**src/hw/rtl/rcfd_pkg.sv**
```systemverilog
// Package for the RC channel frame decoder: frame constants, the job type that
// passes from the front part to the back part, and the channel extraction helper.
// No dependencies.
`default_nettype none

package rcfd_pkg;

    localparam int unsigned BYTE_W       = 8;
    localparam int unsigned CH_W         = 11;
    localparam int unsigned NUM_CH       = 16;
    localparam int unsigned CH_IDX_W     = 4;
    localparam int unsigned NUM_AUX      = 8;
    localparam int unsigned AUX_FIRST_CH = 4;
    localparam int unsigned STORED       = 23;
    localparam int unsigned DATA_BYTES   = 22;
    localparam int unsigned STICK_BYTES  = 6;
    localparam int unsigned DATA_W       = DATA_BYTES * BYTE_W;
    localparam int unsigned STORE_W      = STORED * BYTE_W;
    localparam int unsigned STICK_W      = STICK_BYTES * BYTE_W;
    localparam int unsigned POS_W        = 5;
    localparam int unsigned QUEUE_DEPTH  = 2;
    localparam int unsigned QPTR_W       = (QUEUE_DEPTH > 1) ? $clog2(QUEUE_DEPTH) : 1;
    localparam int unsigned QCNT_W       = $clog2(QUEUE_DEPTH + 1);

    localparam logic [BYTE_W-1:0]   START_BYTE    = 8'h0F;
    localparam logic [BYTE_W-1:0]   END_BYTE      = 8'h00;
    localparam logic [POS_W-1:0]    POS_IDLE      = 5'd0;
    localparam logic [POS_W-1:0]    POS_END       = 5'd24;
    localparam logic [CH_W-1:0]     THRESH_RESET  = 11'd1000;
    localparam logic [CH_IDX_W-1:0] LAST_CH       = 4'd15;

    localparam logic STATUS_OK   = 1'b0;
    localparam logic STATUS_SYNC = 1'b1;

    typedef struct packed {
        logic                 sync_err;
        logic [BYTE_W-1:0]    flags;
        logic [NUM_AUX-1:0]   aux;
        logic [DATA_W-1:0]    data;
    } frame_job_t;

    // Channel k occupies bits 11k..11k+10 of the little-endian data bytes.
    function automatic logic [CH_W-1:0] channel_of(input logic [DATA_W-1:0] data,
                                                   input int unsigned k);
        channel_of = data[CH_W*k +: CH_W];
    endfunction

endpackage

`default_nettype wire

```
**src/hw/rtl/rcfd_front.sv**
```systemverilog
// Front part of the frame decoder: tracks the frame position, collects the
// frame bytes, checks the end byte and pushes one job per frame into the queue.
// Depends on rcfd_pkg.
`default_nettype none

module rcfd_front (
    input  wire                            aclk,
    input  wire                            aresetn,
    input  wire                            s_valid,
    output logic                           s_ready,
    input  wire  [rcfd_pkg::BYTE_W-1:0]    s_rx_byte,
    input  wire                            cfg_wr_en,
    input  wire  [rcfd_pkg::CH_W-1:0]      cfg_wr_data,
    input  wire                            push_ready,
    output logic                           push_valid,
    output rcfd_pkg::frame_job_t           push_job
);

    logic [rcfd_pkg::POS_W-1:0]   pos_reg, pos_next;
    logic [rcfd_pkg::STORE_W-1:0] bytes_reg;
    logic [rcfd_pkg::CH_W-1:0]    thresh_reg;
    logic                         accept;
    logic [rcfd_pkg::NUM_AUX-1:0] aux;

    // The input only stalls on the end byte, when the queue has no room for the job.
    assign s_ready = (pos_reg != rcfd_pkg::POS_END) || push_ready;
    assign accept  = s_valid && s_ready;

    always_comb begin
        pos_next = pos_reg;
        if (accept) begin
            if (pos_reg == rcfd_pkg::POS_IDLE) begin
                pos_next = (s_rx_byte == rcfd_pkg::START_BYTE) ? 5'd1 : rcfd_pkg::POS_IDLE;
            end else if (pos_reg == rcfd_pkg::POS_END) begin
                pos_next = rcfd_pkg::POS_IDLE;
            end else begin
                pos_next = pos_reg + 5'd1;
            end
        end
    end

    always_ff @(posedge aclk) begin
        if (!aresetn) begin
            pos_reg    <= rcfd_pkg::POS_IDLE;
            thresh_reg <= rcfd_pkg::THRESH_RESET;
        end else begin
            pos_reg <= pos_next;
            if (cfg_wr_en) begin
                thresh_reg <= cfg_wr_data;
            end
        end
    end

    // Data bytes shift in from the top, so once the frame is complete byte 1
    // sits in the low eight bits and the flag byte in the top eight.
    always_ff @(posedge aclk) begin
        if (accept && (pos_reg != rcfd_pkg::POS_IDLE) && (pos_reg != rcfd_pkg::POS_END)) begin
            bytes_reg <= {s_rx_byte, bytes_reg[rcfd_pkg::STORE_W-1:rcfd_pkg::BYTE_W]};
        end
    end

    always_comb begin
        for (int i = 0; i < rcfd_pkg::NUM_AUX; i++) begin
            aux[i] = rcfd_pkg::channel_of(bytes_reg[rcfd_pkg::DATA_W-1:0],
                                          rcfd_pkg::AUX_FIRST_CH + i) > thresh_reg;
        end
    end

    assign push_valid        = accept && (pos_reg == rcfd_pkg::POS_END);
    assign push_job.sync_err = (s_rx_byte != rcfd_pkg::END_BYTE);
    assign push_job.flags    = bytes_reg[rcfd_pkg::STORE_W-1:rcfd_pkg::DATA_W];
    assign push_job.aux      = aux;
    assign push_job.data     = bytes_reg[rcfd_pkg::DATA_W-1:0];

endmodule

`default_nettype wire

```
**src/hw/rtl/rcfd_queue.sv**
```systemverilog
// Short register queue of frame jobs between the front and back parts.
// Depends on rcfd_pkg.
`default_nettype none

module rcfd_queue (
    input  wire                    aclk,
    input  wire                    aresetn,
    input  wire                    push_valid,
    output logic                   push_ready,
    input  rcfd_pkg::frame_job_t   push_job,
    output logic                   pop_valid,
    input  wire                    pop_ready,
    output rcfd_pkg::frame_job_t   pop_job
);

    rcfd_pkg::frame_job_t              entries_reg [rcfd_pkg::QUEUE_DEPTH];
    logic [rcfd_pkg::QPTR_W-1:0]       wr_ptr_reg, rd_ptr_reg;
    logic [rcfd_pkg::QCNT_W-1:0]       count_reg, count_next;
    logic                              do_push, do_pop;

    localparam logic [rcfd_pkg::QPTR_W-1:0] PTR_LAST = rcfd_pkg::QPTR_W'(rcfd_pkg::QUEUE_DEPTH - 1);
    localparam logic [rcfd_pkg::QCNT_W-1:0] CNT_FULL = rcfd_pkg::QCNT_W'(rcfd_pkg::QUEUE_DEPTH);

    assign push_ready = (count_reg != CNT_FULL);
    assign pop_valid  = (count_reg != '0);
    assign do_push    = push_valid && push_ready;
    assign do_pop     = pop_valid && pop_ready;
    assign pop_job    = entries_reg[rd_ptr_reg];

    always_comb begin
        count_next = count_reg;
        if (do_push && !do_pop) begin
            count_next = count_reg + 1'b1;
        end else if (do_pop && !do_push) begin
            count_next = count_reg - 1'b1;
        end
    end

    always_ff @(posedge aclk) begin
        if (!aresetn) begin
            wr_ptr_reg <= '0;
            rd_ptr_reg <= '0;
            count_reg  <= '0;
        end else begin
            count_reg <= count_next;
            if (do_push) begin
                wr_ptr_reg <= (wr_ptr_reg == PTR_LAST) ? '0 : wr_ptr_reg + 1'b1;
            end
            if (do_pop) begin
                rd_ptr_reg <= (rd_ptr_reg == PTR_LAST) ? '0 : rd_ptr_reg + 1'b1;
            end
        end
    end

    always_ff @(posedge aclk) begin
        if (do_push) begin
            entries_reg[wr_ptr_reg] <= push_job;
        end
    end

endmodule

`default_nettype wire

```
**src/hw/rtl/rcfd_back.sv**
```systemverilog
// Back part of the frame decoder: walks the channels of the job at the head of
// the queue; while m_ready holds, one result per cycle leaves the output register.
// Depends on rcfd_pkg.
`default_nettype none

module rcfd_back (
    input  wire                               aclk,
    input  wire                               aresetn,
    input  wire                               job_valid,
    output logic                              job_ready,
    input  rcfd_pkg::frame_job_t              job,
    output logic                              m_valid,
    input  wire                               m_ready,
    output logic                              m_status,
    output logic [rcfd_pkg::CH_IDX_W-1:0]     m_channel_index,
    output logic [rcfd_pkg::CH_W-1:0]         m_channel_value,
    output logic [rcfd_pkg::STICK_W-1:0]      m_stick_bytes,
    output logic [rcfd_pkg::NUM_AUX-1:0]      m_aux_bits,
    output logic [rcfd_pkg::BYTE_W-1:0]       m_flag_bits,
    output logic                              m_last
);

    logic                              m_valid_reg;
    logic                              status_reg;
    logic [rcfd_pkg::CH_IDX_W-1:0]     index_reg;
    logic [rcfd_pkg::CH_W-1:0]         value_reg;
    logic [rcfd_pkg::STICK_W-1:0]      stick_reg;
    logic [rcfd_pkg::NUM_AUX-1:0]      aux_reg;
    logic [rcfd_pkg::BYTE_W-1:0]       flag_reg;
    logic                              last_reg;
    logic [rcfd_pkg::CH_IDX_W-1:0]     ch_cnt_reg;
    logic [rcfd_pkg::CH_W-1:0]         channels [rcfd_pkg::NUM_CH];
    logic                              load;
    logic                              job_done;

    always_comb begin
        for (int k = 0; k < rcfd_pkg::NUM_CH; k++) begin
            channels[k] = rcfd_pkg::channel_of(job.data, k);
        end
    end

    assign load      = job_valid && (!m_valid_reg || m_ready);
    // A sync-error job yields a single result; a good frame yields one per channel.
    assign job_done  = job.sync_err || (ch_cnt_reg == rcfd_pkg::LAST_CH);
    assign job_ready = load && job_done;

    always_ff @(posedge aclk) begin
        if (!aresetn) begin
            m_valid_reg <= 1'b0;
            ch_cnt_reg  <= '0;
        end else begin
            if (load) begin
                m_valid_reg <= 1'b1;
                ch_cnt_reg  <= job_done ? '0 : ch_cnt_reg + 1'b1;
            end else if (m_ready) begin
                m_valid_reg <= 1'b0;
            end
        end
    end

    always_ff @(posedge aclk) begin
        if (load) begin
            if (job.sync_err) begin
                status_reg <= rcfd_pkg::STATUS_SYNC;
                index_reg  <= '0;
                value_reg  <= '0;
                stick_reg  <= '0;
                aux_reg    <= '0;
                flag_reg   <= '0;
                last_reg   <= 1'b1;
            end else begin
                status_reg <= rcfd_pkg::STATUS_OK;
                index_reg  <= ch_cnt_reg;
                value_reg  <= channels[ch_cnt_reg];
                stick_reg  <= job.data[rcfd_pkg::STICK_W-1:0];
                aux_reg    <= job.aux;
                flag_reg   <= job.flags;
                last_reg   <= (ch_cnt_reg == rcfd_pkg::LAST_CH);
            end
        end
    end

    assign m_valid         = m_valid_reg;
    assign m_status        = status_reg;
    assign m_channel_index = index_reg;
    assign m_channel_value = value_reg;
    assign m_stick_bytes   = stick_reg;
    assign m_aux_bits      = aux_reg;
    assign m_flag_bits     = flag_reg;
    assign m_last          = last_reg;

endmodule

`default_nettype wire

```
**src/hw/rtl/rc_channel_frame_decoder_core.sv**
```systemverilog
// RC channel frame decoder. Received bytes are taken at one per cycle; the
// input stalls only on the end byte of a frame, and only while the two-entry
// job queue already holds two decoded frames. A good 25-byte frame yields
// sixteen results, one per cycle while the output is taken, and a frame with
// a bad end byte yields a single sync-error result; the output register sets
// the result rate. The user must write the auxiliary threshold through
// cfg_wr_en and cfg_wr_data only while no frame is in flight (unenforced).
// Depends on rcfd_pkg, rcfd_front, rcfd_queue and rcfd_back.
`default_nettype none

module rc_channel_frame_decoder_core (
    input  wire                               aclk,
    input  wire                               aresetn,
    input  wire                               s_valid,
    output logic                              s_ready,
    input  wire  [rcfd_pkg::BYTE_W-1:0]       s_rx_byte,
    input  wire                               cfg_wr_en,
    input  wire  [rcfd_pkg::CH_W-1:0]         cfg_wr_data,
    output logic                              m_valid,
    input  wire                               m_ready,
    output logic                              m_status,
    output logic [rcfd_pkg::CH_IDX_W-1:0]     m_channel_index,
    output logic [rcfd_pkg::CH_W-1:0]         m_channel_value,
    output logic [rcfd_pkg::STICK_W-1:0]      m_stick_bytes,
    output logic [rcfd_pkg::NUM_AUX-1:0]      m_aux_bits,
    output logic [rcfd_pkg::BYTE_W-1:0]       m_flag_bits,
    output logic                              m_last
);

    logic                   push_valid, push_ready;
    logic                   pop_valid, pop_ready;
    rcfd_pkg::frame_job_t   push_job, pop_job;

    rcfd_front u_front (
        .aclk        (aclk),
        .aresetn     (aresetn),
        .s_valid     (s_valid),
        .s_ready     (s_ready),
        .s_rx_byte   (s_rx_byte),
        .cfg_wr_en   (cfg_wr_en),
        .cfg_wr_data (cfg_wr_data),
        .push_ready  (push_ready),
        .push_valid  (push_valid),
        .push_job    (push_job)
    );

    rcfd_queue u_queue (
        .aclk       (aclk),
        .aresetn    (aresetn),
        .push_valid (push_valid),
        .push_ready (push_ready),
        .push_job   (push_job),
        .pop_valid  (pop_valid),
        .pop_ready  (pop_ready),
        .pop_job    (pop_job)
    );

    rcfd_back u_back (
        .aclk            (aclk),
        .aresetn         (aresetn),
        .job_valid       (pop_valid),
        .job_ready       (pop_ready),
        .job             (pop_job),
        .m_valid         (m_valid),
        .m_ready         (m_ready),
        .m_status        (m_status),
        .m_channel_index (m_channel_index),
        .m_channel_value (m_channel_value),
        .m_stick_bytes   (m_stick_bytes),
        .m_aux_bits      (m_aux_bits),
        .m_flag_bits     (m_flag_bits),
        .m_last          (m_last)
    );

endmodule

`default_nettype wire
```
**config.mk**
```make
export PLATFORM = sky130hd
export DESIGN_NAME = rc_channel_frame_decoder_core
export DESIGN_NICKNAME = d
export VERILOG_FILES = /design/src/hw/rtl/rcfd_pkg.sv /design/src/hw/rtl/rcfd_front.sv /design/src/hw/rtl/rcfd_queue.sv /design/src/hw/rtl/rcfd_back.sv /design/src/hw/rtl/rc_channel_frame_decoder_core.sv
export SDC_FILE = /design/constraint.sdc
export NUM_CORES = 1
export LEC_CHECK = 0
export BUFFER_PORTS_ARGS = -buffer_cell sky130_fd_sc_hd__buf_4
export CAP_MARGIN = 20
export CORE_MARGIN = 2
export CORE_UTILIZATION = 30
export DETAILED_ROUTE_END_ITERATION = 8
export PLACE_DENSITY = 0.51
export SLEW_MARGIN = 20
export SYNTH_ARGS = -nofsm -noshare
export SYNTH_HDL_FRONTEND = slang
export SYNTH_HIERARCHICAL = 1
export SYNTH_SLANG_ARGS = --single-unit
```
**constraint.sdc**
```tcl
create_clock -name aclk -period 7.05 [get_ports aclk]
set_input_delay 0.705 -clock aclk [delete_from_list [all_inputs] [get_ports aclk]]
set_output_delay 0.705 -clock aclk [all_outputs]
set_load 0.01 [all_outputs]
```
== After elaboration in Yosys (flattened, before gate mapping) ==
Memories as Yosys holds them, arrays and structs flattened. A register that Yosys moved wholly into a read port is not among the register bits.
Cells that the tools add are included.

* Bits in registers: 290
* RAM bits: 386
* Bits of input ports: 24
* Output and inout port bits: 83
* Memories kept: 1

* $add $sub $neg: 6
* Magnitude comparators: 9
* Eq/ne operators: 5
* Multiplexer cells: 18
* Bitwise gates (word level): 1
* Reduce and logical (&&, ||, !) cells: 22

{| class="wikitable"
|+ Memories
! memory !! words !! width !! read ports !! clocked after Yosys merged registers in !! write ports !! RTL line !! text
|-
| u_queue.entries_reg || 2 || 193 || 1 || 1 || 1 || rcfd_queue.sv:16 || <nowiki>rcfd_pkg::frame_job_t entries_reg [rcfd_pkg::QUEUE_DEPTH];</nowiki>
|}

{| class="wikitable"
|+ Operators by type and width
! operator !! count
|-
| $gt 11x11->1 || 8
|-
| $bmux 11 s4 || 1
|-
| $mux 11 || 2
|-
| $logic_and 1x1->1 || 10
|-
| $mux 1 || 10
|-
| $mux 5 || 2
|-
| $eq 8x4->1 const B || 1
|-
| $reduce_bool 8->1 || 1
|-
| $reduce_bool 2->1 || 3
|-
| $add 5x1->5 const B || 1
|-
| $eq 5x5->1 const B || 1
|-
| $ge 5x5->1 const B || 1
|-
| $logic_not 5->1 || 1
|-
| $ne 5x5->1 const B || 1
|-
| $not 4->5 || 1
|-
| $reduce_bool 5->1 || 1
|-
| $add 4x1->4 const B || 1
|-
| $eq 4x4->1 const B || 1
|-
| $mux 2 || 2
|-
| $mux 4 || 1
|-
| $logic_not 1->1 || 3
|-
| $logic_or 1x1->1 || 3
|-
| $add 1x1->1 const B || 2
|-
| $add 2x1->2 const B || 1
|-
| 2 further kinds || 2
|}

== Longest topological paths before layout ==
Gate-level depths: netlist (run 1).

* Depth after elaboration: 9
* Depth in mapped cells: 11
* Gate-level depth less buffers: 10

== Cells and area by module ==
Netlist (run 1), hierarchy kept.

{| class="wikitable"
|+ By module, submodules not included
! module !! instances !! cells each !! area each (um2) !! seq. area each (um2)
|-
| rcfd_queue || 1 || 624 || 14189.9 || 11691.2
|-
| rcfd_front || 1 || 500 || 8182.8 || 5845.6
|-
| rcfd_back || 1 || 387 || 4725.8 || 2532.4
|}

== Least setup slack after synthesis (run 1) ==
Ideal clock, no wire load.

* Path kind: flip-flop to flip-flop
* Start point: reg u_front/pos_reg[0] (netlist name)
* End point: mem u_queue/entries_reg[1][0] (netlist name) (enable)
* Data arrival time: 5693 ps
* Path slack: 779 ps
* Stages on the path, launching flop included: 8
* Cell sequence: dfxtp_1 -> inv_1 -> ha_1 -> nand2b_1 -> buf_6 -> o31ai_2 -> nor3_1 -> and3_1

* Word-level cells in the longest chain between the ends: 7
* Elaborated cells on any way between the ends: 8
* Those cells by class: eq/ne (2); mux (2); reduce/logical (4)

{| class="wikitable"
|+ RTL lines
! what !! RTL line !! text
|-
| from (decl) || rcfd_front.sv:19 || <nowiki>logic [rcfd_pkg::POS_W-1:0] pos_reg, pos_next;</nowiki>
|-
| from (signal assigned) || rcfd_front.sv:44 || <nowiki>pos_reg <= rcfd_pkg::POS_IDLE;</nowiki>
|-
| from (signal assigned) || rcfd_front.sv:47 || <nowiki>pos_reg <= pos_next;</nowiki>
|-
| $ne 5x5->1 || rcfd_front.sv:26 || <nowiki>assign s_ready = (pos_reg != rcfd_pkg::POS_END) || push_ready;</nowiki>
|-
| $logic_or 1x1->1 || rcfd_front.sv:26 ||
|-
| $logic_and 1x1->1 || rcfd_front.sv:27 || <nowiki>assign accept = s_valid && s_ready;</nowiki>
|-
| $logic_and 1x1->1 * || rcfd_front.sv:69 || <nowiki>assign push_valid = accept && (pos_reg == rcfd_pkg::POS_END);</nowiki>
|-
| via push_valid || rc_channel_frame_decoder_core.sv:30 || <nowiki>logic push_valid, push_ready;</nowiki>
|-
| $logic_and 1x1->1 * || rcfd_queue.sv:26 || <nowiki>assign do_push = push_valid && push_ready;</nowiki>
|-
| $mux 1 * || rcfd_queue.sv:56 || <nowiki>if (do_push) begin</nowiki>
|-
| $mux 1 (implied by the code) * || rcfd_queue.sv:57 || <nowiki>entries_reg[wr_ptr_reg] <= push_job;</nowiki>
|-
| to (decl) || rcfd_queue.sv:16 ||
|}

Mark *: on every way through the listed nets, which the timed path passes. The rest lies on a longest branch.

== Worst setup path after layout (run 1) ==
* Start point: reg u_front/pos_reg[0] (netlist name)
* End point: mem u_queue/entries_reg[0][162] (netlist name) (enable)

The elaborated chain is that of the path after synthesis.

==> results by group, run 1 <==
Run status
  – Status: finished, final reports clean

STA
  – Tcrit/Tclk final: 0.547
  – Final setup margin: 3.19 ns
  – Fin crit period: roughly 3.9 ns
  – Final Hold Viols: 0
  – Final Skew: approximately 0.024 ns
  – Final setup vio count: 0
  – Worst hold slack: 0.281 ns
  – RSZ-0062 raised after global routing: false
  – Final slew viol count: 0
  – Slew margin rel.: 0.303
  – Fmax: around 0.26 GHz
  – Setup TNS: 0 ns
  – Slew @ Worst Pin: 1.04 ns

Clocking
  – Root Buffer: clkbuf_16
  – Post-CTS setup buffers: 0
  – Max Root-Sink Buffers: 3
  – Reg clk slew, reported paths: approximately 0.060 ns
  – Worst skew pair latency: about 0.61 ns
  – Total CTS buffers: 74
  – Cts-stage hold buffer count: 0
  – Post_cts resized: 0
  – CTS tree: built
  – CTS sink cnt: a little under 700
  – H-tree Lvls: 3

Floorplan
  – Die Area: roughly 93000 µm²
  – Die X: 305 µm
  – Initial Util: 0.302
  – FP Rows: 110
  – Die Height: between 300 and 400 µm
  – Area of the core: 89700 µm²
  – I/O pin count: approximately 110

Power
  – Gate power share: 0.022
  – Power consumption: 8.44 mW
  – Worst IR drop on VDD: 179 µV
  – Sw frac: 0.202
  – Sw Pwr: between 1.5 and 2 mW
  – Leak: 10.3 nW
  – Clock power share: 0.444
  – Internal Power: between 6 and 7 mW
  – Pwr dens: 269 nW/µm²
  – Sequential share of power: 0.534

Global route
  – Total Routing Usage GR: 0.139
  – Largest net degree at the start of global routing: ~110
  – First-pass GRT wire length: about 95000 µm
  – Antenna violations before repair: 1
  – Number of global-route vias before repair: around 14000
  – Grt total ovfl: 0

Yosys
  – Yosys reg bits: about 680
  – Syn_nets: approximately 1600
  – Avg Inst Size Synth: 17.9 µm²
  – EDFF count, synth: roughly 650
  – Seq/Total Area, Yosys: 0.741
  – Post-synth ARST share: 0
  – Yosys warnings: 6
  – Post-Syn Area: between 20000 and 30000 µm²
  – Post-Syn Instances: around 1500
  – Netlist cell types: between 50 and 60
  – Main flop type after synthesis: edfxtp_1

Worst hold path
  – Hold WC Path Type: in2reg
  – Worst hold path startpoint: s_rx_byte[4]

Place
  – Place WS: approximately 3.2 ns
  – HPWL reported at the end of detailed placement: 42600 µm
  – IO buf count: about 110
  – RePlAce Congestion: between 0.7 and 0.8

Worst setup path
  – Crit path largest cell delay: around 0.90 ns
  – CP Launch Point: u_front/pos_reg[0]
  – Critical R2R Launch: u_front/pos_reg[0]
  – Critical Path AT: between 4 and 5 ns
  – CP cell instances: inv_1 -> ha_1 -> nand2b_1 -> o31ai_2 -> nor3_1 -> nand3b_1 -> inv_8 -> buf_4
  – CP max FO: around 110
  – Worst setup EP type: register
  – Slowest-stage cell, CP: buf_4
  – Critical path required time: roughly 7.3 ns
  – CP startpoint kind: register
  – CP Class: reg2reg

Flow run
  – Max cap viols: 0

Finish
  – Commonest non-fill, non-tap cell in the layout: edfxtp_1
  – Fillers: roughly 8500
  – Share of layout cells above drive strength 1: 0.252
  – Max FFs per register: 386
  – NumNets Final: 1769
  – Synth-to-layout area growth: 16.0%
  – Commonest cells after routing, fill and taps aside: edfxtp_1 (651), mux2_2 (194), buf_4 (121)

Routing
  – WL/cell: 22.6 µm
  – Via density: around 4.7
  – Vias: between 10000 and 15000
  – Post-DRT Antenna Nets: 0
  – Pre-Repair DR Iteration Count: 4
  – Post-route DRC violation count: 0
  – Final wirelength: 65100 µm
  – Initial drt markers: around 1000
==> layout make-up <==
class	count	area [µm²]	area share
inverter	24	100	0.00318
antenna	1	2.50	0.0000796
timing repair buffer	122	928	0.0295
clock buffer	101	2060	0.0655
sequential	677	20100	0.639
multi-input combinational	754	6520	0.207
clock inverter	29	279	0.00888
tap	1176	1470	0.0468
==> worst max-delay path: cells and delay by family, from the launching register on <==
family,cells,cell delay (ns)
adders and majority gates,1,0.22
buffers and inverters,3,1.59
DFF,1,0.39
and+or+nand+nor,3,0.87
AOI/OAI and AO/OA,1,0.12
==> cells by family (layout without fill, tap and decap cells) <==
group                      after synthesis  in the layout  share of synthesized area
AOI/OAI and AO/OA                      147            147                     0.0369
xor gates and xnor gates                 5              5                    0.00162
adders and majority gates               92             92                     0.0425
buffers and inverters                   80            276                     0.0193
DFF                                    677            677                      0.741
muxes                                  281            281                      0.113
other                                    0              1                          0
and+or+nand+nor                        229            229                     0.0463
==> routing by layer <==
metal  GRT usage  wire, µm  vias up
met1       0.179     27900     6939
met4      0.0478      1890        0
met5           0         0        -
met2       0.232     31800      350
met3      0.0308      3530       94
li1            -         -     6208
==> metrics by stage <==
stage          area (µm²)   util  instances
6_report            31400  0.350       2884
5_1_grt             31400  0.350       2883
4_1_cts             31400  0.350       2883
3_5_place_dp        29100  0.324       2753
3_3_place_gp        29100  0.324       2753
2_1_floorplan       27100      -       1511
==> synthesized netlist by cell type, types with 3 or more instances <==
| master | number | area, µm² |
|---|---|---|
| and2_1 | 4 | 25.0 |
| a211oi_1 | 21 | 158 |
| nand2_1 | 41 | 154 |
| buf_6 | 18 | 203 |
| mux2_2 | 194 | 2180 |
| edfxtp_1 | 651 | 19500 |
| nor2_1 | 28 | 105 |
| o31a_1 | 3 | 26.3 |
| a21boi_0 | 3 | 22.5 |
| a22oi_1 | 40 | 300 |
| clkbuf_1 | 8 | 30.0 |
| buf_4 | 19 | 143 |
| nand3b_1 | 8 | 60.1 |
| inv_1 | 24 | 90.1 |
| o31ai_1 | 7 | 52.6 |
| buf_2 | 9 | 45.0 |
| nand3_1 | 28 | 140 |
| o21ai_1 | 7 | 35.0 |
| o211ai_1 | 7 | 52.6 |
| dfxtp_1 | 26 | 521 |
| a2bb2oi_1 | 6 | 52.6 |
| a21oi_1 | 26 | 130 |
| nand4_1 | 19 | 119 |
| and4_1 | 3 | 26.3 |
| ha_1 | 92 | 1150 |
| xor2_1 | 3 | 26.3 |
| nor2b_1 | 83 | 519 |
| o21ai_0 | 17 | 85.1 |
| nor4_1 | 3 | 18.8 |
| mux2i_1 | 87 | 871 |
==> power by group through the flow <==
stage	Sequential, mW	Combinational, mW	Clock (mW)
2_1_floorplan	4.57	0.112	0
3_3_place_gp	4.59	0.177	0
3_5_place_dp	4.60	0.185	0
4_1_cts	4.51	0.185	3.85
5_1_grt	4.52	0.207	4.01
6_report	4.51	0.184	3.75
==> final timing paths <==
path / depth (start not counted) / slack, ns / endpoint
max: 8 / 3.19 / u_queue/entries_reg[0][162]
max reg2reg: 8 / 3.19 / u_queue/entries_reg[0][162]
min reg2reg: 0 / 0.44 / u_queue/entries_reg[1][3]
min: 1 / 0.28 / u_front/bytes_reg[180]
(Power assumes the default switching activity.)
==> inputs of run 2 (changes only) <==
--- a/config.mk
+++ b/config.mk
@@ -5,6 +5,7 @@
 export SDC_FILE = /design/constraint.sdc
 export NUM_CORES = 1
 export LEC_CHECK = 0
+export ABC_AREA = 1
 export BUFFER_PORTS_ARGS = -buffer_cell sky130_fd_sc_hd__buf_4
 export CAP_MARGIN = 20
 export CORE_MARGIN = 2
==> constraint.sdc (replaced) <==
create_clock -name aclk -period 3.6 [get_ports aclk]
set_input_delay 0.36 -clock aclk [delete_from_list [all_inputs] [get_ports aclk]]
set_output_delay 0.36 -clock aclk [all_outputs]
set_load 0.01 [all_outputs]
==> run 2 against run 1 <==
  * First-iteration DRC count increased by 45%
  * Fmax is 39% higher
  * Non-clock buffer count up 37
  * Critical path type unchanged
  * Setup slack worse by 2.4 ns
  * Critical path depth rose by 1
  * Highest routed layer unchanged
  * Utilization rose by 0.50 points
==> results by group, run 2 <==
Run status
  – Status: finished, final reports clean (unchanged)

STA
  – Slew @ Worst Pin: 1.01 ns (was 1.04 ns)
  – Final slew viol count: 0 (unchanged)
  – Fmax: 0.361 GHz (was 0.259 GHz)
  – Slew margin rel.: 0.326 (was 0.303)
  – Worst hold slack: 0.0506 ns (was 0.281 ns)
  – Final Skew: 0.0206 ns (was 0.0240 ns)
  – Tcrit/Tclk final: 0.769 (was 0.547)
  – Final Hold Viols: 0 (unchanged)
  – Final setup vio count: 0 (unchanged)
  – Setup TNS: 0 ns (unchanged)
  – RSZ-0062 raised after global routing: false (unchanged)
  – Fin crit period: 2.77 ns (was 3.86 ns)

Worst setup path
  – Critical Path AT: 3.12 ns (was 4.07 ns)
  – Crit path largest cell delay: 0.65 ns (was 0.90 ns)
  – Reg2Reg Setup Slack: 0.83 ns (was 3.19 ns)
  – CP startpoint kind: register (unchanged)
  – R2r worst-path depth: 9 (was 8)
  – Critical path required time: 3.95 ns (was 7.27 ns)
  – Slowest-stage cell, CP: dfxtp_4 (was buf_4)
  – CP cell instances: buf_12 -> buf_12 -> mux2_2 -> inv_1 -> nand2_1 -> nand3_1 -> nand3_1 -> nand3_1 -> a21oi_1 (was inv_1 -> ha_1 -> nand2b_1 -> o31ai_2 -> nor3_1 -> nand3b_1 -> inv_8 -> buf_4)
  – Critical Path Stages: 9 (was 8)
  – CP max FO: 40 (was 106)
  – Crit path to: u_back/m_channel_value[7] (was u_queue/entries_reg[0][162])
  – Worst Path Buf+Inv: 3 (unchanged)
  – CP Class: reg2reg (unchanged)
  – Most frequent CP cell: nand3_1
  – R2r endpoint: u_back/m_channel_value[7] (was u_queue/entries_reg[0][162])
  – Top Family by Delay on Critical Path: buffers and inverters (unchanged)
  – Worst setup EP type: register (unchanged)

Finish
  – Fin cells: 3499 (was 2884)
  – Synth-to-layout area growth: 17.9% (was 16.0%)
  – Max FFs per register: 386 (unchanged)
  – Design area: 33000 µm² (was 31400 µm²)
  – Commonest non-fill, non-tap cell in the layout: edfxtp_1 (unchanged)
  – Commonest cells after routing, fill and taps aside: edfxtp_1 (651), nand2_1 (379), inv_1 (230) (was edfxtp_1 (651), mux2_2 (194), buf_4 (121))
  – N_diodes: 0 (was 1)
  – NumNets Final: 2305 (was 1769)
  – Final Util: 0.355 (was 0.350)
  – Fillers: 8855 (was 8489)
  – Share of layout cells above drive strength 1: 0.208 (was 0.252)

Power
  – Worst IR drop on VDD: 371 µV (was 179 µV)
  – Clock power share: 0.441 (was 0.444)
  – Sequential share of power: 0.530 (was 0.534)
  – Gate power share: 0.029 (was 0.022)
  – Leak: 12.4 nW (was 10.3 nW)
  – Sw Pwr: 3.54 mW (was 1.70 mW)
  – Pwr dens: 510 nW/µm² (was 269 nW/µm²)
  – Sw frac: 0.210 (was 0.202)
  – Internal Power: 13.3 mW (was 6.74 mW)

Clocking
  – Reg clk slew, reported paths: 0.06 ns (about the same)
  – Worst skew pair latency: 0.61 ns (about the same)
  – Post-CTS setup buffers: 0 (unchanged)
  – Total CTS buffers: 72 (was 74)
  – H-tree Lvls: 3 (unchanged)
  – Root Buffer: clkbuf_16 (unchanged)
  – CTS tree: built (unchanged)
  – Cts-stage hold buffer count: 15 (was 0)
  – Post_cts resized: 0 (unchanged)
  – CTS sink cnt: 677 (unchanged)
  – Max Root-Sink Buffers: 3 (unchanged)

Worst hold path
  – Hold WC Path Type: in2reg (unchanged)

Yosys
  – Post-Syn Instances: 2023 (was 1511)
  – Seq/Total Area, Yosys: 0.717 (was 0.741)
  – Top-count cell post-synth: edfxtp_1 (unchanged)
  – Post-synth top cells: edfxtp_1 (651), nand2_1 (381), inv_1 (234), mux2_2 (193), nand3_1 (149) (was edfxtp_1 (651), mux2_2 (194), ha_1 (92), mux2i_1 (87), nor2b_1 (83))
  – Yosys reg bits: 677 (unchanged)
  – Leading area contributor after synthesis: edfxtp_1 (unchanged)
  – Post-Syn Area: 28000 µm² (was 27100 µm²)
  – Post-synth ARST share: 0 (unchanged)
  – Yosys warnings: 6 (unchanged)
  – Avg Inst Size Synth: 13.8 µm² (was 17.9 µm²)
  – EDFF count, synth: 651 (unchanged)
  – Syn_nets: 2139 (was 1627)
  – Netlist cell types: 32 (was 51)
  – Synth area leaders: edfxtp_1 (70%), mux2_2 (7.8%), nand2_1 (5.1%), ha_1 (4.1%), inv_1 (3.1%) (was edfxtp_1 (72%), mux2_2 (8.1%), ha_1 (4.2%), mux2i_1 (3.2%), dfxtp_1 (1.9%))
  – Main flop type after synthesis: edfxtp_1 (unchanged)
  – Synth top area share: 0.699 (was 0.721)

Place
  – HPWL reported at the end of detailed placement: 45400 µm (was 42600 µm)
  – Placed insts: 3354 (was 2753)
  – Placed instance area: 30500 µm² (was 29100 µm²)
  – RePlAce Congestion: 0.762 (was 0.794)
  – IO buf count: 106 (unchanged)

Routing
  – Post-route DRC violation count: 0 (unchanged)
  – Metal3 WL: 3940 µm (was 3530 µm)
  – Pre-Repair DR Iteration Count: 7 (was 4)
  – Via density: 4.56 (was 4.71)
  – WL met2: 32500 µm (was 31800 µm)
  – Top Metal Used: met4 (unchanged)
  – Vias: 16000 (was 13600)
  – M1 wire length: 31600 µm (was 27900 µm)
  – Final wirelength: 69800 µm (was 65100 µm)
  – WL/cell: 20.0 µm (was 22.6 µm)
  – Initial drt markers: 1513 (was 1047)
  – Post-DRT Antenna Nets: 0 (unchanged)

Floorplan
  – Initial Util: 0.301 (was 0.302)
  – Die X: 309 µm (was 305 µm)
  – I/O pin count: 107 (unchanged)
  – FP Rows: 112 (was 110)
  – Die Height: 309 µm (was 305 µm)
  – Die Area: 95700 µm² (was 92700 µm²)
  – Area of the core: 92900 µm² (was 89700 µm²)

Flow run
  – Max cap viols: 0 (unchanged)

Global route
  – Number of global-route vias before repair: 16100 (was 13900)
  – Largest net degree at the start of global routing: 82 (was 107)
  – Grt total ovfl: 0 (unchanged)
  – Antenna violations before repair: 1 (unchanged)
  – First-pass GRT wire length: 103000 µm (was 94800 µm)
  – Total Routing Usage GR: 0.145 (was 0.139)
[run 2: per-layer routing]
metal | GRT usage | vias to the layer above
met3 | 0.0260 | 95
met4 | 0.0437 | 0
met5 | 0 | -
li1 | - | 7424
met2 | 0.232 | 485
met1 | 0.201 | 7963
[run 2: through the flow]
| step | worst slack [ns] | power, mW |
|---|---|---|
| floorplan | -2.04 | 9.31 |
| global route | 0.708 | 17.4 |
| finish | 0.832 | 16.8 |
| CTS | 0.817 | 17.0 |
| detailed placement | 0.824 | 9.56 |
| global placement | 0.828 | 9.54 |
[run 2: power by group through the flow]
stage	clock network, mW	registers (mW)	logic (mW)
6_report	7.43	8.92	0.486
3_5_place_dp	0	9.08	0.477
3_3_place_gp	0	9.08	0.456
2_1_floorplan	0	9.02	0.287
4_1_cts	7.63	8.92	0.493
5_1_grt	7.91	8.93	0.551
[run 2: logic make-up (layout without fill, tap and decap cells)]
family	Yosys count	after routing	share of synthesized area
buf+inv	306	528	0.0487
xor+xnor	1	1	0.000313
fa+ha+maj	92	92	0.0411
simple gates	667	667	0.0985
mux	193	193	0.0777
compound gates	87	87	0.0165
flops	677	677	0.717
[run 2: worst min path at each step]
stage | start | end | slack [ns] | cells past startpoint
floorplan | u_front/bytes_reg[0] | u_queue/entries_reg[0][0] | 0.42 | 0
global placement | u_front/bytes_reg[3] | u_queue/entries_reg[1][3] | 0.42 | 0
detailed placement | u_front/bytes_reg[3] | u_queue/entries_reg[1][3] | 0.43 | 0
CTS | cfg_wr_data[10] | u_front/thresh_reg[10] | 0.007 | 3
global route | cfg_wr_en | u_front/thresh_reg[8] | 0.04 | 2
finish | cfg_wr_data[10] | u_front/thresh_reg[10] | 0.05 | 3
[run 2: layout make-up]
| type | instances | area [µm²] | share of cell area |
|---|---|---|---|
| flip-flops and latches | 677 | 20100 | 0.608 |
| multi-input cells | 1040 | 6600 | 0.200 |
| clock inverters | 46 | 463 | 0.0140 |
| clock buffers | 84 | 1910 | 0.0579 |
| well taps | 1254 | 1570 | 0.0475 |
| inverters | 239 | 903 | 0.0274 |
| repair buffers | 159 | 1480 | 0.0449 |
[run 2: worst min-delay path: cells and delay by family]
family,cells,cell delay (ns)
compound gates,2,0.18
buf+inv,1,0.07
==> inputs of run 3 (changes only) <==
--- a/config.mk
+++ b/config.mk
@@ -5,13 +5,13 @@
 export SDC_FILE = /design/constraint.sdc
 export NUM_CORES = 1
 export LEC_CHECK = 0
-export ABC_AREA = 1
+export ABC_AREA = 0
 export BUFFER_PORTS_ARGS = -buffer_cell sky130_fd_sc_hd__buf_4
 export CAP_MARGIN = 20
 export CORE_MARGIN = 2
 export CORE_UTILIZATION = 30
 export DETAILED_ROUTE_END_ITERATION = 8
-export PLACE_DENSITY = 0.51
+export PLACE_DENSITY = 0.52
 export SLEW_MARGIN = 20
 export SYNTH_ARGS = -nofsm -noshare
 export SYNTH_HDL_FRONTEND = slang
==> constraint.sdc (replaced) <==
create_clock -name aclk -period 2.3 [get_ports aclk]
set_input_delay 0.23 -clock aclk [delete_from_list [all_inputs] [get_ports aclk]]
set_output_delay 0.23 -clock aclk [all_outputs]
set_load 0.01 [all_outputs]
==> run 3 against run 2 <==
  * Sequential share of layout area up 0.11 points
  * Combinational power up 34%
  * Utilization increased by 1.2 points
  * Hold slack got worse by 0.019 ns
  * Critical path type is now reg2out
  * Setup slack worse by 0.74 ns
  * Count of clock-buffer cells in the layout is 11 higher
  * Highest routed layer unchanged
  * Register-to-register slack worse by 0.68 ns
  * Design area decreased by 0.17%
  * Final cell count shrank 14%
==> results by group, run 3 (synthesized netlist as in run 1, its figures left out) <==
STA
  – Fin crit period: 2.21 ns
  – Worst hold slack: 0.0321 ns (was 0.0506 ns)
  – Final setup vio count: 0 (unchanged)
  – Final Skew: 0.0308 ns (was 0.0206 ns)
  – Final Hold Viols: 0 (unchanged)
  – Slew @ Worst Pin: 0.629 ns (was 1.01 ns)
  – Fmax: approximately 0.45 GHz
  – Final slew viol count: 0 (unchanged)
  – Final setup margin: 0.0874 ns (was 0.832 ns)
  – Tcrit/Tclk final: 0.962
  – Slew margin rel.: 0.580 (was 0.326)
  – RSZ-0062 raised after global routing: false (unchanged)
  – Setup TNS: 0 ns (unchanged)

Finish
  – Commonest cells after routing, fill and taps aside: edfxtp_1 (651), mux2_2 (194), buf_4 (176) (was edfxtp_1 (651), nand2_1 (379), inv_1 (230))
  – Design area: 32900 µm² (was 33000 µm²)
  – Share of layout cells above drive strength 1: 0.293 (was 0.208)
  – Synth-to-layout area growth: 21.6% (was 17.9%)
  – Commonest non-fill, non-tap cell in the layout: edfxtp_1 (unchanged)
  – Max FFs per register: 386 (unchanged)
  – NumNets Final: 1890 (was 2305)

Routing
  – Final wirelength: 64800 µm (was 69800 µm)
  – WL/cell: 21.5 µm (was 20.0 µm)
  – Post-route DRC violation count: 0 (unchanged)
  – Post-DRT Antenna Nets: 0 (unchanged)
  – Pre-Repair DR Iteration Count: 5 (was 7)
  – Via density: 4.64 (was 4.56)
  – Initial drt markers: 1147 (was 1513)
  – Vias: 14000 (was 16000)

Global route
  – Total Routing Usage GR: 0.137 (was 0.145)
  – Number of global-route vias before repair: 14300 (was 16100)
  – Largest net degree at the start of global routing: 73 (was 82)
  – Grt total ovfl: 0 (unchanged)
  – Antenna violations before repair: 2 (was 1)
  – First-pass GRT wire length: 94100 µm (was 103000 µm)

Clocking
  – H-tree Lvls: 3 (unchanged)
  – Reg clk slew, reported paths: 0.06 ns (about the same)
  – Total CTS buffers: 73 (was 72)
  – Max Root-Sink Buffers: 3 (unchanged)
  – CTS sink cnt: 677 (unchanged)
  – CTS tree: built (unchanged)
  – Worst skew pair latency: 0.63 ns (was 0.61 ns)
  – Root Buffer: clkbuf_16 (unchanged)

Floorplan
  – Die X: 305 µm (was 309 µm)
  – FP Rows: 110 (was 112)
  – Die Area: 92700 µm² (was 95700 µm²)
  – Area of the core: 89700 µm² (was 92900 µm²)
  – Die Height: 305 µm (was 309 µm)
  – Initial Util: 0.302 (was 0.301)
  – I/O pin count: 107 (unchanged)

Worst setup path
  – Critical Path AT: 1.98 ns (was 3.12 ns)
  – Critical path required time: 2.07 ns (was 3.95 ns)
  – Worst setup EP type: output port (was register)
  – CP Class: reg2out (was reg2reg)
  – CP max FO: 6 (was 40)
  – CP startpoint kind: register (unchanged)

Place
  – IO buf count: 106 (unchanged)
  – HPWL reported at the end of detailed placement: 44100 µm (was 45400 µm)
  – RePlAce Congestion: 0.821 (was 0.762)
  – Place WS: 0.0238 ns (was 0.824 ns)
  – Placed instance area: 30200 µm² (was 30500 µm²)

Power
  – Worst IR drop on VDD: 443 µV (was 371 µV)
  – Leak: 11.0 nW (was 12.4 nW)
  – Pwr dens: 787 nW/µm² (was 510 nW/µm²)

Run status
  – Status: finished, final reports clean (unchanged)

Flow run
  – Max cap viols: 0 (unchanged)

Worst hold path
  – Hold WC Path Type: in2reg (unchanged)
## run 3: cell types whose count changed in the layout (fill, tap and decap cells not counted), sizes merged, moves of 13 or more
| cell | previous run | this run |
|---|---|---|
| a211oi | 1 | 21 |
| a21oi | 52 | 26 |
| a22oi | 0 | 40 |
| buf | 144 | 211 |
| clkbuf | 84 | 97 |
| dlygate4sd3 | 15 | 31 |
| inv | 242 | 27 |
| mux2i | 0 | 87 |
| nand2 | 382 | 41 |
| nand3 | 150 | 28 |
| nor2 | 120 | 29 |
| nor2b | 0 | 84 |
## run 3: power breakdown
part	switching [mW]	leakage [nW]	internal (mW)	total (mW)
logic	0.385	3.77	0.266	0.651
clock network	4.90	1.13	6.55	11.5
registers	0.169	6.12	13.6	13.8
total	5.46	11.0	20.5	25.9
## run 3: final timing paths
kind                    startpoint                          end  slack [ns]  cells after the start
max reg2reg  u_front/thresh_reg[4]  u_queue/entries_reg[0][181]        0.15                      7
max             u_front/pos_reg[0]                      s_ready        0.09                      6
min                        aresetn        u_front/thresh_reg[0]        0.03                      2
min reg2reg   u_front/bytes_reg[4]    u_queue/entries_reg[1][4]        0.44                      0
## run 3: routing by layer
metal	vias to the layer above	global-route usage	routed length, µm
met5	-	0	0
met4	0	0.0404	1310
met3	92	0.0264	3320
met2	357	0.233	32000
met1	7068	0.178	28100
li1	6447	-	-
## run 3: worst max-delay path, stage by stage (launching register included)
cell	delay, ns
dfxtp_2	0.34
inv_2	0.06
ha_1	0.19
nand2b_2	0.12
buf_4	0.18
or3_1	0.33
buf_4	0.16
## run 3: per-stage QoR
stage | std cells | power [mW] | utilization
after global routing | 3008 | 26.8 | 0.367
after floorplan | 1511 | 14.3 | -
after CTS | 3004 | 26.2 | 0.366
after detailed placement | 2840 | 14.7 | 0.336
after global placement | 2840 | 14.7 | 0.336
final | 3009 | 25.9 | 0.367
## run 3: repair_timing
| action | in CTS | in global routing |
|---|---|---|
| gates resized for setup | 0 | 7 |
| endpoints found under the setup margin | 0 | 49 |
| hold endpoints to repair | 25 | 0 |
| setup buffers | 0 | 2 |
| hold buffers | 31 | 0 |
## run 3: layout make-up
type / instances / area [µm²]
tap: 1176 / 1470
timing repair buffer: 244 / 2380
antenna: 1 / 2.50
multi-input combinational: 754 / 6550
clock inverter: 38 / 374
inverter: 24 / 96.3
sequential: 677 / 20100
fill: 8358 / 56800
clock buffer: 95 / 1990
